**src/rtl/imubc_pkg.sv**
```systemverilog
`default_nettype none

package imubc_pkg;

  localparam int CALIB_SAMPLES = 1000;

  // burst layout: ax ay az temp gx gy gz, big-endian words
  localparam logic [3:0] LAST_POS    = 4'd13;
  localparam logic [3:0] TEMP_HI_POS = 4'd6;
  localparam logic [3:0] TEMP_LO_POS = 4'd7;

  // floor(x / N) estimate: (x * CAL_RECIP) >> 31 is exact or one low for x < 2^31
  localparam logic [31:0] CAL_RECIP = 32'((64'd1 << 31) / CALIB_SAMPLES);
  localparam logic [16:0] CAL_DIV   = 17'(CALIB_SAMPLES);
  localparam logic [15:0] CAL_LAST  = 16'(CALIB_SAMPLES - 1);

  localparam logic [62:0] ACCEL_SCALE_RST = 63'd3290535029813070889;
  localparam logic [62:0] GYRO_SCALE_RST  = 63'd2568305043426521997;

  localparam logic MODE_MEASURE = 1'b0;
  localparam logic MODE_CALIB   = 1'b1;

  typedef enum logic [2:0] {
    REG_FLIP      = 3'd0,
    REG_ACCEL_OFS = 3'd1,
    REG_GYRO_OFS  = 3'd2,
    REG_ACCEL_SCL = 3'd3,
    REG_GYRO_SCL  = 3'd4
  } reg_idx_t;

  typedef struct packed {
    logic        flip;
    logic [47:0] accel_offset;
    logic [47:0] gyro_offset;
    logic [62:0] accel_scale;
    logic [62:0] gyro_scale;
  } cfg_t;

  // word 0..2 accel x/y/z, 3..5 gyro x/y/z, unflipped
  typedef struct packed {
    logic             mode;
    logic [5:0][15:0] word;
  } burst_t;

endpackage

`default_nettype wire

```
**src/rtl/imubc_in_if.sv**
```systemverilog
`default_nettype none

interface imubc_in_if;
  logic       valid;
  logic       ready;
  logic       cmd;
  logic [7:0] burst_byte;

  modport source(output valid, cmd, burst_byte, input ready);
  modport sink(input valid, cmd, burst_byte, output ready);
endinterface

`default_nettype wire

```
**src/rtl/imubc_asm.sv**
```systemverilog
`default_nettype none

module imubc_asm import imubc_pkg::*; (
  input  logic        clk,
  input  logic        rst,
  imubc_in_if.sink    burst,
  output logic        brec_valid,
  input  logic        brec_ready,
  output burst_t      brec
);

  logic [3:0]  pos;
  logic        mode;
  logic [7:0]  hold;
  logic [15:0] word [5];

  logic        acc;
  logic        mode_cur;
  logic [2:0]  widx;

  assign burst.ready = (pos != LAST_POS) || !brec_valid || brec_ready;
  assign acc         = burst.valid && burst.ready;
  assign mode_cur    = (pos == 4'd0) ? burst.cmd : mode;
  // temp word skipped, so gyro words shift down by one slot
  assign widx        = (pos < TEMP_HI_POS) ? pos[3:1] : pos[3:1] - 3'd1;

  always_ff @(posedge clk) begin
    if (rst) begin
      pos        <= '0;
      mode       <= MODE_MEASURE;
      hold       <= '0;
      brec_valid <= 1'b0;
    end else begin
      if (acc && pos == LAST_POS) begin
        brec_valid <= 1'b1;
      end else if (brec_ready) begin
        brec_valid <= 1'b0;
      end
      if (acc) begin
        mode <= mode_cur;
        if (pos != TEMP_HI_POS && pos != TEMP_LO_POS) begin
          if (!pos[0]) begin
            hold <= burst.burst_byte;
          end else if (pos != LAST_POS) begin
            word[widx] <= {hold, burst.burst_byte};
          end
        end
        if (pos == LAST_POS) begin
          pos        <= '0;
          brec.mode  <= mode_cur;
          brec.word  <= {hold, burst.burst_byte, word[4], word[3], word[2], word[1], word[0]};
        end else begin
          pos <= pos + 4'd1;
        end
      end
    end
  end

`ifndef NO_ASSERTIONS
  a_pos_range: assert property (@(posedge clk) disable iff (rst) pos <= LAST_POS)
    else $error("byte position out of range");
  a_last_byte: assert property (@(posedge clk) disable iff (rst)
    acc && pos == LAST_POS |=> brec_valid)
    else $error("burst end did not post a record");
  a_rec_hold: assert property (@(posedge clk) disable iff (rst)
    brec_valid && !brec_ready |=> brec_valid && $stable(brec))
    else $error("burst record lost while stalled");
`endif

endmodule

`default_nettype wire

```
**src/flat_wrapper.sv**
```systemverilog
// flat-port wrapper written by rule: the top's interface ports become plain ports
module imubc_asm_flat import imubc_pkg::*;
  (clk, rst, brec_valid, brec_ready, brec, burst_valid, burst_cmd, burst_burst_byte, burst_ready);
  imubc_in_if burst_i ();
  input  logic clk;
  input  logic rst;
  output logic brec_valid;
  input  logic brec_ready;
  output burst_t brec;
  input wire logic [$bits(burst_i.valid)-1:0] burst_valid;
  input wire logic [$bits(burst_i.cmd)-1:0] burst_cmd;
  input wire logic [$bits(burst_i.burst_byte)-1:0] burst_burst_byte;
  output wire logic [$bits(burst_i.ready)-1:0] burst_ready;
  assign burst_i.valid = burst_valid;
  assign burst_i.cmd = burst_cmd;
  assign burst_i.burst_byte = burst_burst_byte;
  assign burst_ready = burst_i.ready;
  imubc_asm u_core (.clk(clk), .rst(rst), .burst(burst_i), .brec_valid(brec_valid), .brec_ready(brec_ready), .brec(brec));
endmodule
```
**config.mk**
```make
export PLATFORM = sky130hd
export DESIGN_NAME = imubc_asm_flat
export DESIGN_NICKNAME = d
export VERILOG_FILES = /design/src/rtl/imubc_pkg.sv /design/src/rtl/imubc_in_if.sv /design/src/rtl/imubc_asm.sv /design/src/flat_wrapper.sv
export SDC_FILE = /design/constraint.sdc
export NUM_CORES = 1
export LEC_CHECK = 0
export ABC_AREA = 1
export BUFFER_PORTS_ARGS = -buffer_cell sky130_fd_sc_hd__buf_2
export CORE_UTILIZATION = 49
export DETAILED_ROUTE_END_ITERATION = 7
export MAX_ROUTING_LAYER = met4
export PLACE_DENSITY = 0.7
export SLEW_MARGIN = 20
export SYNTH_ARGS = -nofsm -noshare
export SYNTH_HDL_FRONTEND = slang
export SYNTH_SLANG_ARGS = --single-unit
```
**constraint.sdc**
```tcl
create_clock -name clk -period 10.55 [get_ports clk]
set_clock_uncertainty 0.1 [all_clocks]
set_input_delay 1.055 -clock clk [delete_from_list [all_inputs] [get_ports clk]]
set_output_delay 1.055 -clock clk [all_outputs]
set_load 0.01 [all_outputs]
```
# [Word-level counts from Yosys, hierarchy flattened]
# Memory sizes are Yosys's and may differ from the RTL's. A register that Yosys moved wholly into a read port is not among the register bits.
# Cells that the tools add are included.
[word_totals] ff_bits=31 latch_bits=0 ramBits=80 mem_bits_ro=0 elab_cells=37 memories=1
[mem_list] name="u_core.word" depth=5 width=16 rd=5 rd_ports_with_merged_regs=5 write_ports=1 line_no="imubc_asm.sv:15" text="logic [15:0] word [5];"
[op_classes] n_addsub=2 multipliers=0 div_mod_pow=0 n_lt_le_gt_ge=1 eq_ne=4 shifts=0 mux=11 n_bitwise=2 n_reduce_logical=10
[op_table] operator="1-bit two-way mux" n=9
[op_table] operator="4-bit by 3-bit != test with 1-bit output (second input constant)" n=2
[op_table] operator="3-bit AND reduction" n=2
[op_table] operator="4-bit by 1-bit adder with 4-bit output (second input constant)" n=1
[op_table] operator="4-bit equality test (second input constant)" n=1
[op_table] operator="4-bit logical NOT" n=1
[op_table] operator="4-bit by 3-bit less-than comparator with 1-bit output (second input constant)" n=1
[op_table] operator="4-bit two-way mux" n=1
[op_table] operator="4-bit != test (second input constant)" n=1
[op_table] operator="1-bit logical AND" n=3
[op_table] operator="3-bit two-way mux" n=1
[op_table] operator="3-bit by 1-bit subtractor with 3-bit output (second input constant)" n=1
[op_table] operator="1-bit logical OR" n=2
[op_table] operator="1-bit NOT" n=2
[op_table] operator="2-bit nonzero test" n=1
[op_table] operator="1-bit logical NOT" n=1

# [Longest topological paths before layout]
[logic_depth] ltp_word=7 ltp_mapped=9

# [Least setup slack after synthesis]
# No wires, ideal clock.
[synth_timing] path_kind="input-to-reg" from="input port brec_ready" to="register brec[0] (netlist name)" setup_ns=0.792 t_arrival_ns=10.505 setup_slack_ns=-0.847 stages=4 path_buffers=0 path_cell_list="nor2_1 -> nand3_4 -> nand2_1 -> nor4_1"
[synth_between] elab_chain_len=3
[synth_rtl] item="from (decl)" line_no="flat_wrapper.sv:8" text="input logic brec_ready;"
[synth_rtl] item="1-bit logical OR" line_no="imubc_asm.sv:21" text="assign burst.ready = (pos != LAST_POS) || !brec_valid || brec_ready;"
[synth_rtl] item="net burst_ready" line_no="flat_wrapper.sv:13" text="output wire logic [$bits(burst_i.ready)-1:0] burst_ready;"
[synth_rtl] item="1-bit logical AND" line_no="imubc_asm.sv:22" text="assign acc = burst.valid && burst.ready;"
[synth_rtl] item="3-bit AND reduction (no source line)"
# The timed path passes the listed nets, and every way through them passes these cells.
# A chain may end at the register's enable or synchronous reset.

# [Final worst setup path]
[layout_timing] from="input port brec_ready" to="output port burst_ready"
[layout_between] elab_chain_len=1
[layout_rtl] item="1-bit logical OR" line_no="imubc_asm.sv:21"
[layout_rtl] item="to (decl)" line_no="flat_wrapper.sv:13"
# Every way passes these cells.

==> flow_results.xml <==
<?xml version="1.0" encoding="UTF-8"?>
<metrics>
  <group name="power">
    <metric name="vdd_ir_drop_max" unit="V">0.000106</metric>
    <metric name="cell_pwr_density" unit="nW/um2">198</metric>
    <metric name="power.total" unit="uW">1490</metric>
    <metric name="total_leakage_power" unit="uW">0.00277</metric>
  </group>
  <group name="die">
    <metric name="die_extent_in_y" unit="um">114</metric>
    <metric name="pin_count" unit="">112</metric>
    <metric name="initial_core_util" unit="">0.508</metric>
    <metric name="fp.dieW" unit="um">114</metric>
    <metric name="die_area" unit="um2">13000</metric>
    <metric name="rows" unit="">40</metric>
    <metric name="core_area" unit="um2">12100</metric>
  </group>
  <group name="timing">
    <metric name="rsz0062_at_grt" unit="">no</metric>
    <metric name="minimum_clock_period_after_layout" unit="ns">2.88</metric>
    <metric name="maxSlewViolCount" unit="">0</metric>
    <metric name="maxSlewHeadroom" unit="">0.341</metric>
    <metric name="fmaxAchievable" unit="MHz">347</metric>
    <metric name="hold_viol" unit="">0</metric>
    <metric name="timing_worst_slew_pin_value" unit="ns">0.987</metric>
    <metric name="total_neg_setup_slack" unit="ns">0</metric>
    <metric name="timing.final.setup_violations" unit="">0</metric>
    <metric name="timing.final.crit_share" unit="">0.273</metric>
  </group>
  <group name="place">
    <metric name="final_weighted_congestion_in_routability_driven_placement" unit="">0.877</metric>
    <metric name="placedInstanceArea" unit="um2">6930</metric>
    <metric name="detailedPlacementHpwl" unit="um">6320</metric>
    <metric name="port-buffer-count" unit="">111</metric>
  </group>
  <group name="finish">
    <metric name="area_of_all_placed_cells_without_fillers" unit="um2">7520</metric>
    <metric name="antenna-diode-count" unit="">0</metric>
    <metric name="final_core_util" unit="">0.621</metric>
    <metric name="fin_nets" unit="">451</metric>
    <metric name="post_route_cells_drive_above_1_share" unit="">0.347</metric>
    <metric name="area_growth_syn_to_layout" unit="%">22.2</metric>
  </group>
  <group name="global_route">
    <metric name="grt-busiest-layer" unit="">met2</metric>
    <metric name="gr-usage-met2" unit="">0.247</metric>
    <metric name="via_count_of_the_first_global_routing_pass" unit="">2722</metric>
    <metric name="grtUsageMet1" unit="">0.214</metric>
    <metric name="track_usage" unit="">0.165</metric>
    <metric name="initial_antenna_violation_count" unit="">0</metric>
    <metric name="pin_count_of_the_biggest_net_entering_global_routing" unit="">61</metric>
    <metric name="wire_length_of_the_first_global_routing_pass" unit="um">14700</metric>
    <metric name="grt_util_met3" unit="">0.0476</metric>
    <metric name="grt_overflow" unit="">0</metric>
  </group>
  <group name="setup_path">
    <metric name="critPathArrivalTime" unit="ns">1.72</metric>
    <metric name="timing.critical_path.required" unit="ns">9.40</metric>
    <metric name="critical_path_cell_with_the_highest_stage_delay" unit="">nor2_1</metric>
    <metric name="setup.worst_path.class" unit="">primary input to output pin</metric>
    <metric name="crit_path_max_fanout" unit="">5</metric>
    <metric name="number_of_cells_on_the_worst_reg_to_reg_path" unit="">5</metric>
    <metric name="timing.critical_path.cells" unit="">buf_2, nor2_1, nand3_4, buf_2</metric>
    <metric name="critical-path-max-stage-delay" unit="ns">0.25</metric>
    <metric name="start_kind" unit="">primary input</metric>
    <metric name="critical-path-top-cell-by-count" unit="">buf_2</metric>
    <metric name="end_kind" unit="">output pin</metric>
  </group>
  <group name="drt">
    <metric name="drc" unit="">0</metric>
    <metric name="drt_pre_antenna_iters" unit="">5</metric>
    <metric name="antenna_violating_nets_post_route" unit="">0</metric>
    <metric name="dr_total_vias" unit="">2870</metric>
    <metric name="drt-vias-per-instance" unit="">4.65</metric>
    <metric name="initialDrtViolationCount" unit="">238</metric>
    <metric name="route.detailed.wl_per_inst" unit="um">16.1</metric>
    <metric name="postRouteWirelength" unit="um">9960</metric>
  </group>
  <group name="status">
    <metric name="outcome" unit="">complete, no violations</metric>
  </group>
  <group name="clock_tree">
    <metric name="cts_repair_resize_count" unit="">0</metric>
    <metric name="clk_pin_slew_worst_paths" unit="ns">0.06</metric>
    <metric name="numCtsBuffers" unit="">17</metric>
    <metric name="hold_fix_buffers_at_cts" unit="">0</metric>
    <metric name="cts_tree" unit="">done</metric>
    <metric name="htree_levels" unit="">4</metric>
    <metric name="number_of_buffers_added_for_setup_after_cts" unit="">0</metric>
    <metric name="tritoncts_num_sinks" unit="">191</metric>
    <metric name="clk_latency" unit="ns">0.42</metric>
    <metric name="cts.root.buffer_cell" unit="">clkbuf_16</metric>
    <metric name="clock_path_buffers" unit="">2</metric>
  </group>
  <group name="min_path">
    <metric name="worst_hold_path.num_cells" unit="">0</metric>
    <metric name="hp-class" unit="">register to register</metric>
  </group>
  <group name="job">
    <metric name="timing.max_cap.violations" unit="">0</metric>
  </group>
  <group name="synth">
    <metric name="synth-seq-cells" unit="">191</metric>
    <metric name="post_synth_inst_count" unit="">307</metric>
    <metric name="yosys.cell_types.count" unit="">23</metric>
    <metric name="mappedNetlistNets" unit="">322</metric>
    <metric name="synth-seq-area-share" unit="">0.909</metric>
    <metric name="syn-mean-instance-area" unit="um2">20.0</metric>
    <metric name="yosys_warnings" unit="">0</metric>
    <metric name="mappedNetlistArea" unit="um2">6150</metric>
  </group>
</metrics>
==> cells in the final DEF, fill, tap and decap left out, drive strengths merged <==
| cell type | Yosys | final |
|---|---|---|
| buf | 2 | 113 |
| nand2b | 1 | 1 |
| ha | 2 | 2 |
| o21ai | 5 | 5 |
| o211ai | 1 | 1 |
| nand3 | 6 | 6 |
| bufinv | 0 | 3 |
| dfxtp | 14 | 14 |
| inv | 22 | 22 |
| a21oi | 4 | 4 |
| nand2 | 34 | 34 |
| nor4 | 1 | 1 |
| nor2 | 34 | 34 |
| clkbuf | 1 | 21 |
| edfxtp | 177 | 177 |
| xor2 | 1 | 1 |
| mux2i | 1 | 1 |
| clkinv | 0 | 8 |
| and3 | 1 | 1 |
==> where the power goes <==
part | total (uW) | switching [uW] | internal (uW)
Sequential | 837 | 7.44 | 829
Clock | 630 | 251 | 378
Combinational | 22.0 | 15.1 | 6.86
Total | 1490 | 274 | 1210
==> logic make-up (layout without fill, tap and decap cells) <==
family | after synthesis | count (layout) | share of synthesized area
DFF | 191 | 191 | 0.909
and+or+nand+nor | 77 | 77 | 0.0559
buffers and inverters | 25 | 167 | 0.0191
AOI/OAI and AO/OA | 10 | 10 | 0.00854
adders and majority gates | 2 | 2 | 0.00407
xor gates and xnor gates | 1 | 1 | 0.00142
muxes | 1 | 1 | 0.00163
==> sequential cells by signal, summed over array words and instances, names as in the netlist <==
signal,count
brec,80
u_core.word,80
u_core.brec,17
u_core.hold,8
u_core.pos,4
u_core.brec_valid,1
u_core.mode,1
==> cell type report <==
class / instances / area, um2
clock buffer: 21 / 450
clock inverter: 11 / 141
fill: 861 / 4590
inverter: 22 / 82.6
multi-input combinational: 91 / 468
sequential: 191 / 5600
tap: 168 / 210
timing repair buffer: 113 / 571
==> final timing paths <==
path                     startpoint           endpoint  slack (ns)
hold reg to reg   u_core.word[4][8]           brec[72]        0.32
setup / recovery         brec_ready        burst_ready        7.67
setup reg to reg      u_core.pos[1]  u_core.word[3][2]        8.04
hold / removal    u_core.word[4][8]           brec[72]        0.32
==> worst max-delay path: cells and delay by family <==
| family | cells | cell delay, ns |
|---|---|---|
| buf+inv | 2 | 0.27 |
| simple gates | 2 | 0.40 |
==> cells in the mapped netlist, drive strengths merged <==
library cell,count,area (um2)
a21oi,4,20.0
and3,1,6.26
buf,2,31.3
clkbuf,1,3.75
dfxtp,14,280
edfxtp,177,5320
ha,2,25.0
inv,22,82.6
mux2i,1,10.0
nand2,34,130
nand2b,1,6.26
nand3,6,55.1
nor2,34,140
nor4,1,6.26
o211ai,1,7.51
o21ai,5,25.0
xor2,1,8.76
==> layer usage <==
metal / wire [um] / up-vias
met4: 120 / 0
met1: 4430 / 1384
met3: 555 / 9
met2: 4850 / 97
met5: 0 / -
li1: - / 1380
==> through the flow <==
stage / cells / hold slack (ns) / worst slack (ns)
final: 617 / 0.315 / 7.67
after global routing: 617 / 0.321 / 7.52
after global placement: 585 / 0.301 / 7.37
after floorplan: 307 / 0.300 / 3.27
after detailed placement: 585 / 0.305 / 7.30
after CTS: 617 / 0.319 / 7.66
No activity file was read; power rests on OpenSTA's default activity.
