**src/rtl/imubc_pkg.sv**
```systemverilog
`default_nettype none

package imubc_pkg;

  localparam int CALIB_SAMPLES = 1000;

  // burst layout: ax ay az temp gx gy gz, big-endian words
  localparam logic [3:0] LAST_POS    = 4'd13;
  localparam logic [3:0] TEMP_HI_POS = 4'd6;
  localparam logic [3:0] TEMP_LO_POS = 4'd7;

  // floor(x / N) estimate: (x * CAL_RECIP) >> 31 is exact or one low for x < 2^31
  localparam logic [31:0] CAL_RECIP = 32'((64'd1 << 31) / CALIB_SAMPLES);
  localparam logic [16:0] CAL_DIV   = 17'(CALIB_SAMPLES);
  localparam logic [15:0] CAL_LAST  = 16'(CALIB_SAMPLES - 1);

  localparam logic [62:0] ACCEL_SCALE_RST = 63'd3290535029813070889;
  localparam logic [62:0] GYRO_SCALE_RST  = 63'd2568305043426521997;

  localparam logic MODE_MEASURE = 1'b0;
  localparam logic MODE_CALIB   = 1'b1;

  typedef enum logic [2:0] {
    REG_FLIP      = 3'd0,
    REG_ACCEL_OFS = 3'd1,
    REG_GYRO_OFS  = 3'd2,
    REG_ACCEL_SCL = 3'd3,
    REG_GYRO_SCL  = 3'd4
  } reg_idx_t;

  typedef struct packed {
    logic        flip;
    logic [47:0] accel_offset;
    logic [47:0] gyro_offset;
    logic [62:0] accel_scale;
    logic [62:0] gyro_scale;
  } cfg_t;

  // word 0..2 accel x/y/z, 3..5 gyro x/y/z, unflipped
  typedef struct packed {
    logic             mode;
    logic [5:0][15:0] word;
  } burst_t;

endpackage

`default_nettype wire

```
**src/rtl/imubc_cfg.sv**
```systemverilog
`default_nettype none

module imubc_cfg import imubc_pkg::*; (
  input  logic        clk,
  input  logic        rst,
  input  logic        psel,
  input  logic        penable,
  input  logic        pwrite,
  input  logic [5:0]  paddr,
  input  logic [63:0] pwdata,
  output logic [63:0] prdata,
  output cfg_t        cfg
);

  logic     wr;
  reg_idx_t idx;

  assign wr  = psel && penable && pwrite;
  assign idx = reg_idx_t'(paddr[5:3]);

  always_ff @(posedge clk) begin
    if (rst) begin
      cfg.flip         <= 1'b0;
      cfg.accel_offset <= '0;
      cfg.gyro_offset  <= '0;
      cfg.accel_scale  <= ACCEL_SCALE_RST;
      cfg.gyro_scale   <= GYRO_SCALE_RST;
    end else if (wr) begin
      unique case (idx)
        REG_FLIP:      cfg.flip         <= pwdata[0];
        REG_ACCEL_OFS: cfg.accel_offset <= pwdata[47:0];
        REG_GYRO_OFS:  cfg.gyro_offset  <= pwdata[47:0];
        REG_ACCEL_SCL: cfg.accel_scale  <= pwdata[62:0];
        REG_GYRO_SCL:  cfg.gyro_scale   <= pwdata[62:0];
        default: ;
      endcase
    end
  end

  always_comb begin
    unique case (idx)
      REG_FLIP:      prdata = {63'd0, cfg.flip};
      REG_ACCEL_OFS: prdata = {16'd0, cfg.accel_offset};
      REG_GYRO_OFS:  prdata = {16'd0, cfg.gyro_offset};
      REG_ACCEL_SCL: prdata = {1'b0, cfg.accel_scale};
      REG_GYRO_SCL:  prdata = {1'b0, cfg.gyro_scale};
      default:       prdata = '0;
    endcase
  end

endmodule

`default_nettype wire

```
**config.mk**
```make
export PLATFORM = sky130hd
export DESIGN_NAME = imubc_cfg
export DESIGN_NICKNAME = d
export VERILOG_FILES = /design/src/rtl/imubc_pkg.sv /design/src/rtl/imubc_cfg.sv
export SDC_FILE = /design/constraint.sdc
export NUM_CORES = 1
export LEC_CHECK = 0
export BUFFER_PORTS_ARGS = -buffer_cell sky130_fd_sc_hd__buf_2
export CAP_MARGIN = 20
export CELL_PAD_IN_SITES_DETAIL_PLACEMENT = 0
export CELL_PAD_IN_SITES_GLOBAL_PLACEMENT = 2
export CORE_ASPECT_RATIO = 1.1
export CORE_MARGIN = 3
export CORE_UTILIZATION = 29
export CTS_CLUSTER_DIAMETER = 40
export DETAILED_ROUTE_END_ITERATION = 16
export HOLD_SLACK_MARGIN = 0.02
export PLACE_DENSITY_LB_ADDON = 0.1
export REMOVE_ABC_BUFFERS = 1
export SKIP_LAST_GASP = 1
export SLEW_MARGIN = 20
export SYNTH_ARGS = -nofsm -noshare
export SYNTH_HDL_FRONTEND = slang
export SYNTH_SLANG_ARGS = --single-unit
```
**constraint.sdc**
```tcl
create_clock -name clk -period 1.9 [get_ports clk]
set_input_delay 0.285 -clock clk [delete_from_list [all_inputs] [get_ports clk]]
set_output_delay 0.285 -clock clk [all_outputs]
set_load 0.02 [all_outputs]
```
; ---- Word-level counts from Yosys, hierarchy flattened
; Index checks and enable logic that the tools add are counted.
[op_classes]
n_eq_ne = 4
mux = 1
reduce_logical = 8
[ops]
columns = operator, count
row1 = 63-bit one-hot mux with 5 select lines, 1
row2 = 2-bit AND reduction, 5
row3 = 3-bit by 2-bit == test with 1-bit output (second input constant), 2
row4 = 3-bit by 1-bit == test with 1-bit output (second input constant), 1
row5 = 3-bit == test (second input constant), 1
row6 = 3-bit zero test, 1
row7 = 1-bit logical AND, 2
[totals]
regBits = 223
inputBits = 75
wordCells = 18

; ---- Depth between registers and ports, before layout
; Gate-level depths: netlist (run 1).
[depth]
ltp_word = 3
ltp_mapped = 6
depth_no_buf = 3

; ---- Worst setup path before layout (run 1)
; OpenSTA, ideal clock, no wires.
[synth_path]
kind = input to output
from = input paddr[3]
to = output prdata[13]
arrival_time_ns = 1.574
t_required_ns = 1.615
slack_ns = 0.041
path_stages = 5
n_path_buf = 3
cell_sequence = buf_6 -> clkbuf_1 -> buf_1 -> a22oi_1 -> o21ai_0
[synth_between]
elab_chain_len = 2
word_cells_on_any_way = 6
classes_between = eq/ne (4) / mux (1) / reduce/logical (1)
[synth_lines]
columns = element, line_no
row1 = from (decl), imubc_cfg.sv:9  ; input logic [5:0] paddr,
row2 = 3-bit == test (tied with other cells), imubc_cfg.sv:41  ; unique case (idx)
row3 = 63-bit one-hot mux with 5 select lines (*), imubc_cfg.sv:41
row4 = to (decl), imubc_cfg.sv:11  ; output logic [63:0] prdata,
; Mark *: on every way between the ends. The rest lies on a longest branch, timed or not.

; ---- Worst setup path in the final report (run 1)
[layout_path]
from = input paddr[4]
to = output prdata[24]
; Same word-level chain as after synthesis.

==> results.cfg, run 1 <==
[layout]
fin_cells = 2036
final_design_utilization = 0.410
layout_commonest_cell = sky130_fd_sc_hd__buf_2
layout-area-overhead-vs-synth_pct = 38.2
layout_top_registers = cfg x223
finish.net_count = 1599
registers.top_by_ff_count = cfg
share_of_post_route_cells_with_drive_strength_above_1 = 0.343
largest_reg_flops = 223
n_fill_cell = 3642
most-common-layout-cells = sky130_fd_sc_hd__buf_2, sky130_fd_sc_hd__dfxtp_1, sky130_fd_sc_hd__o21ai_0, sky130_fd_sc_hd__mux2i_1, sky130_fd_sc_hd__nand2b_1
layout.cell_area.non_filler_um2 = 14600

[logic_synthesis]
synth_fa_ha_area_frac = 0
ys_async_sr_fraction = 0
synth-simple-area-share = 0.197
mapped_cell_area_um2 = 10600
yosys-mux-area-fraction = 0.189
syn-mean-instance-area_um2 = 8.89
main_combinational_cell_family_by_area_after_synthesis = simple AND/OR/NAND/NOR gates
synth.distinct_cells = 27
postSynthCellCount = 1187
synth_compound_gate_area_share = 0.145
edff_count_synth = 0
synth.ff_latch_count = 223
yosysWarnings = 0
synth_xor_area_frac = 0
synth_largest_type_area_fraction = 0.423
yosys.area.top_type = sky130_fd_sc_hd__dfxtp_1
post_synth_main_area_contributors = sky130_fd_sc_hd__dfxtp_1, sky130_fd_sc_hd__mux2i_1, sky130_fd_sc_hd__o21ai_0
dominantRegCellSynth = sky130_fd_sc_hd__dfxtp_1
ys_seq_area_frac = 0.423

[floorplan]
row_count = 72
dieHeight_um = 206
initial_core_util = 0.297
fp.coreArea_um2 = 35600
horizontal_extent_of_the_die_um = 188
ioPinCount = 362
fp.dieArea_um2 = 38700

[sta]
finalClockSkew_ns = 0
fin_worst_hold_slack_ns = 0.0556
report.final.setup_viol = 0
maxSlewViolCount = 0
setup_tns_ns = 0
layout_min_cycle_time_ns = 1.82
final_min_period_over_clock_period = 0.957
clock.fmax_mhz = 550
tightestPinTransition_ns = 0.774
normalized_max_slew_margin = 0.484
rsz0062_at_grt = yes
finalWorstSetupSlack_ns = 0.0814
hold_violations = 0

[clocking]
cts_max_level = 2
clock_latency_ns = 0.50
cts_tree = done
cts_sinks = 223
cts_buffer_depth = 3
worst_setup_hold_path_clk_slew_ns = 0.05
clk_root_buffer_cell = sky130_fd_sc_hd__clkbuf_16
numCtsBuffers = 37
cts.hold.buffers_added = 0

[setup_path]
crit_path_max_fanout = 16
crit_required_ns = 1.62
crit_path_start_kind = input pin
worst-setup-path-type = input pin to output pin
cp-end-kind = output pin
critical_path_arrival_ns = 1.53

[placed_design]
port_buffers = 356
placed_cells = 1963
place_hpwl_um = 27000
dp_worst_setup_slack_ns = -0.0476
finalWeightedCongestion = 0.763
postPlaceCellArea_um2 = 13100

[detailed_routing]
via_count = 9608
post_drt_wl_per_cell_um = 19.6
first_iter_violations = 443
avgViaCountPerCell = 4.72
antenna_left = 0
finalWirelength_um = 40000
detail_route.first_pass.iterations = 5
drc = 0

[global_route]
first_global_vias = 9707
number_of_antenna_violations_at_the_first_check_in_global_routing = 3
maximum_number_of_pins_on_one_net_before_global_route_repair = 76
global_route_wire_length_before_repair_um = 59400
grt_overflow_total = 0
groute.usage.overall = 0.194

[power]
share_clk_of_total_power = 0.565
netSwitchingPower_mw = 3.02
power.share.switching = 0.228
p_leak_nw = 6.48
p_seq_frac = 0.359
p_per_area_nw_per_um2 = 907
p_comb_frac = 0.077
power_report.internal_total_mw = 10.2
ir_drop_mv = 0.497
report.power.total_mw = 13.2

[run]
timing.max_cap.violations = 0

[hold_path]
worst_min_delay_path_category = input pin to register

[run_status]
outcome = completed
==> cells in the mapped netlist (2+ instances only) <==
library cell	count
sky130_fd_sc_hd__o21ai_0	206
sky130_fd_sc_hd__buf_4	4
sky130_fd_sc_hd__dfxtp_1	223
sky130_fd_sc_hd__buf_6	5
sky130_fd_sc_hd__clkbuf_1	76
sky130_fd_sc_hd__a22oi_1	47
sky130_fd_sc_hd__mux2i_1	146
sky130_fd_sc_hd__or2_2	2
sky130_fd_sc_hd__nor2b_1	80
sky130_fd_sc_hd__nand2b_1	143
sky130_fd_sc_hd__nand2_1	48
sky130_fd_sc_hd__nor3_1	2
sky130_fd_sc_hd__mux2_2	47
sky130_fd_sc_hd__nor2_1	110
sky130_fd_sc_hd__buf_2	21
sky130_fd_sc_hd__buf_1	2
sky130_fd_sc_hd__a22o_1	15
==> critical path: stages <==
cell,delay (ns)
sky130_fd_sc_hd__buf_6,0.18
sky130_fd_sc_hd__nor2b_4,0.26
sky130_fd_sc_hd__buf_12,0.13
sky130_fd_sc_hd__clkbuf_16,0.19
sky130_fd_sc_hd__a22oi_1,0.11
sky130_fd_sc_hd__o21ai_0,0.13
sky130_fd_sc_hd__buf_2,0.22
==> cells by family after synthesis <==
logic type | Yosys count
AOI/OAI and AO/OA | 270
buffers and inverters | 109
DFF | 223
muxes | 193
other | 1
and+or+nand+nor | 391
==> final timing paths <==
kind              depth (start not counted)          to        from  slack [ns]
setup reg to reg                          3    cfg[115]    cfg[115]        1.10
hold reg to reg                           2    cfg[202]    cfg[202]        0.48
hold / removal                            3    cfg[105]  pwdata[42]        0.06
setup / recovery                          7  prdata[24]    paddr[4]        0.08
==> what timing repair did <==
item,4_1_cts,5_1_grt
gates cloned,0,2
buffers inserted,0,1
gates resized for setup,1,8
endpoints found under the setup margin,1,11
==> power by group through the flow <==
stage | combinational, mW | clock, mW | sequential (mW)
2_1_floorplan | 0.397 | 0 | 4.88
3_3_place_gp | 0.995 | 0 | 4.84
3_5_place_dp | 0.998 | 0 | 4.84
4_1_cts | 1.00 | 7.65 | 4.75
5_1_grt | 1.10 | 7.87 | 4.75
6_report | 1.02 | 7.47 | 4.75
==> layout make-up <==
class                           count  area [µm²]  share of cell area
Antenna cell                        2        5.00            0.000343
Clock buffer                       48        1080              0.0740
Clock inverter                     20         322              0.0220
Inverter                            1        3.75            0.000257
Multi-Input combinational cell    855        5660               0.388
Sequential cell                   223        4470               0.306
Tap cell                          481         602              0.0413
Timing Repair Buffer              406        2450               0.168
==> metal layers <==
metal | GRT usage | wire [µm] | vias up
li1 | - | - | 4751
met1 | 0.246 | 17400 | 4517
met2 | 0.332 | 18800 | 292
met3 | 0.0536 | 3040 | 46
met4 | 0.0442 | 695 | 2
met5 | 0 | 11 | -
No activity file was read; power rests on OpenSTA's default activity.
==> inputs of run 2 (changes only) <==
--- a/config.mk
+++ b/config.mk
@@ -7,11 +7,11 @@
 export LEC_CHECK = 0
 export BUFFER_PORTS_ARGS = -buffer_cell sky130_fd_sc_hd__buf_2
 export CAP_MARGIN = 20
-export CELL_PAD_IN_SITES_DETAIL_PLACEMENT = 0
-export CELL_PAD_IN_SITES_GLOBAL_PLACEMENT = 2
+export CELL_PAD_IN_SITES_DETAIL_PLACEMENT = 1
+export CELL_PAD_IN_SITES_GLOBAL_PLACEMENT = 1
 export CORE_ASPECT_RATIO = 1.1
 export CORE_MARGIN = 3
-export CORE_UTILIZATION = 29
+export CORE_UTILIZATION = 37
 export CTS_CLUSTER_DIAMETER = 40
 export DETAILED_ROUTE_END_ITERATION = 16
 export HOLD_SLACK_MARGIN = 0.02
==> run 2 against run 1 <==
- routed wire length decreased by 1.6%
- clock skew unchanged
- hold slack got worse by 0.0013 ns
- die area decreased by 21%
- cell count is 5.5% lower
- utilization rose by 11 points
- critical path depth increased by 1
- critical path type unchanged
==> results.cfg, run 2 (synthesized netlist as in run 1, its figures left out) <==
[floorplan]
horizontal_extent_of_the_die_um = 167
fp.coreArea_um2 = 27900
fp.dieArea_um2 = 30600
dieHeight_um = 183
initial_core_util = 0.378
ioPinCount = 362
row_count = 64

[layout]
registers.top_by_ff_count = cfg
final_design_utilization = 0.517
finish.net_count = 1608
largest_reg_flops = 223
layout-area-overhead-vs-synth_pct = 36.9
layout.cell_area.non_filler_um2 = 14400
layout_top_registers = cfg x223
layout_commonest_cell = sky130_fd_sc_hd__buf_2
most-common-layout-cells = sky130_fd_sc_hd__buf_2, sky130_fd_sc_hd__dfxtp_1, sky130_fd_sc_hd__o21ai_0, sky130_fd_sc_hd__mux2i_1, sky130_fd_sc_hd__nand2b_1
share_of_post_route_cells_with_drive_strength_above_1 = 0.350
num_antenna_cells = 0

[clocking]
clk_root_buffer_cell = sky130_fd_sc_hd__clkbuf_16
worst_setup_hold_path_clk_slew_ns = 0.05
cts_setup_buffers = 0
cts_sinks = 223
cts_max_level = 2
cts_tree = done
cts_buffer_depth = 3
numCtsBuffers = 37
clock_latency_ns = 0.50
cts.hold.buffers_added = 0
cts-resized-gates = 5

[placed_design]
place_hpwl_um = 27300
postPlaceCellArea_um2 = 13100
port_buffers = 356
finalWeightedCongestion = 0.775

[sta]
rsz0062_at_grt = yes
maxSlewViolCount = 0
normalized_max_slew_margin = 0.537
tightestPinTransition_ns = 0.694
report.final.setup_viol = 0
clock.fmax_mhz = 532
layout_min_cycle_time_ns = 1.88
final_min_period_over_clock_period = 0.990
hold_violations = 0
finalClockSkew_ns = 0

[global_route]
groute.usage.overall = 0.246
grt_overflow_total = 0
first_global_vias = 10700
number_of_antenna_violations_at_the_first_check_in_global_routing = 2
global_route_wire_length_before_repair_um = 61100
maximum_number_of_pins_on_one_net_before_global_route_repair = 60

[setup_path]
crit_path_start_kind = input pin
timing.critical_path.cells = buf_6, buf_4, nor3b_4, buf_6, buf_12, nand2_1, o21ai_0, buf_4
crit_required_ns = 1.62
slowest_delay_ns = 0.26
worst-setup-path-type = input pin to output pin
crit_path_max_fanout = 10
cp-end-kind = output pin
slowest_stage = sky130_fd_sc_hd__nor3b_4
critical_path_arrival_ns = 1.60

[detailed_routing]
antenna_left = 0
finalWirelength_um = 39300
post_drt_wl_per_cell_um = 20.4
via_count = 10100
detail_route.first_pass.iterations = 4
avgViaCountPerCell = 5.24
first_iter_violations = 455
drc = 0

[power]
p_comb_frac = 0.079
share_clk_of_total_power = 0.553
ir_drop_mv = 0.537
power_report.internal_total_mw = 9.80
p_per_area_nw_per_um2 = 894
p_seq_frac = 0.367
p_leak_nw = 6.47
power.share.switching = 0.242
netSwitchingPower_mw = 3.13

[run_status]
outcome = completed

[run]
timing.max_cap.violations = 0

[hold_path]
worst_min_delay_path_category = input pin to register
[run 2: cell types whose count changed in the layout (fill, tap and decap cells not counted), sizes merged]
cell / delta
bufinv: -2
clkbuf: -6
buf: +11
inv: +2
clkinv: +1
diode: -2
clkinvlp: +3
[run 2: metrics by stage]
step	hold slack [ns]	power (mW)	setup slack [ns]	setup TNS [ns]	cells
after global routing	0.0487	13.4	-0.0506	-0.109	1925
after floorplan	0.437	5.28	-2.69	-285.23	1079
after CTS	0.0323	13.1	-0.0343	-0.0367	1925
after detailed placement	0.474	5.86	-0.169	-7.16	1857
after global placement	0.470	5.85	-0.0994	-3.00	1857
final	0.0544	12.9	0.0197	0	1925
[run 2: power groups by stage]
stage / Clock (mW) / Combinational (mW) / Sequential (mW)
floorplan: 0 / 0.397 / 4.88
global placement: 0 / 1.00 / 4.84
detailed placement: 0 / 1.02 / 4.84
CTS: 7.29 / 1.03 / 4.74
global route: 7.53 / 1.11 / 4.75
finish: 7.15 / 1.03 / 4.75
[run 2: area by class of cell]
cell class	count	area, µm²
Clock buffer	44	1010
Clock inverter	24	318
Fill cell	3305	13500
Inverter	1	3.75
Multi-Input combinational cell	855	5690
Sequential cell	223	4460
Tap cell	363	454
Timing Repair Buffer	415	2510
[run 2: final timing paths]
check	from	to	slack, ns	depth (start not counted)
worst max-delay path	paddr[4]	prdata[32]	0.02	8
worst min-delay path	pwdata[8]	cfg[8]	0.05	3
worst max register to register	cfg[153]	cfg[153]	1.04	3
worst min register to register	cfg[191]	cfg[191]	0.49	2
[run 2: routing by layer]
layer / part of all wire / vias up / GRT usage
li1: - / 4751 / -
met1: 0.42 / 4983 / 0.296
met2: 0.50 / 294 / 0.443
met3: 0.064 / 56 / 0.0591
met4: 0.018 / 4 / 0.0617
met5: 0.00059 / - / 0
[run 2: critical path, delay by kind of cell]
family / cells / cell delay [ns]
AO/OA/AOI/OAI: 1 / 0.12
buffers and inverters: 5 / 0.87
AND/OR/NAND/NOR: 2 / 0.31
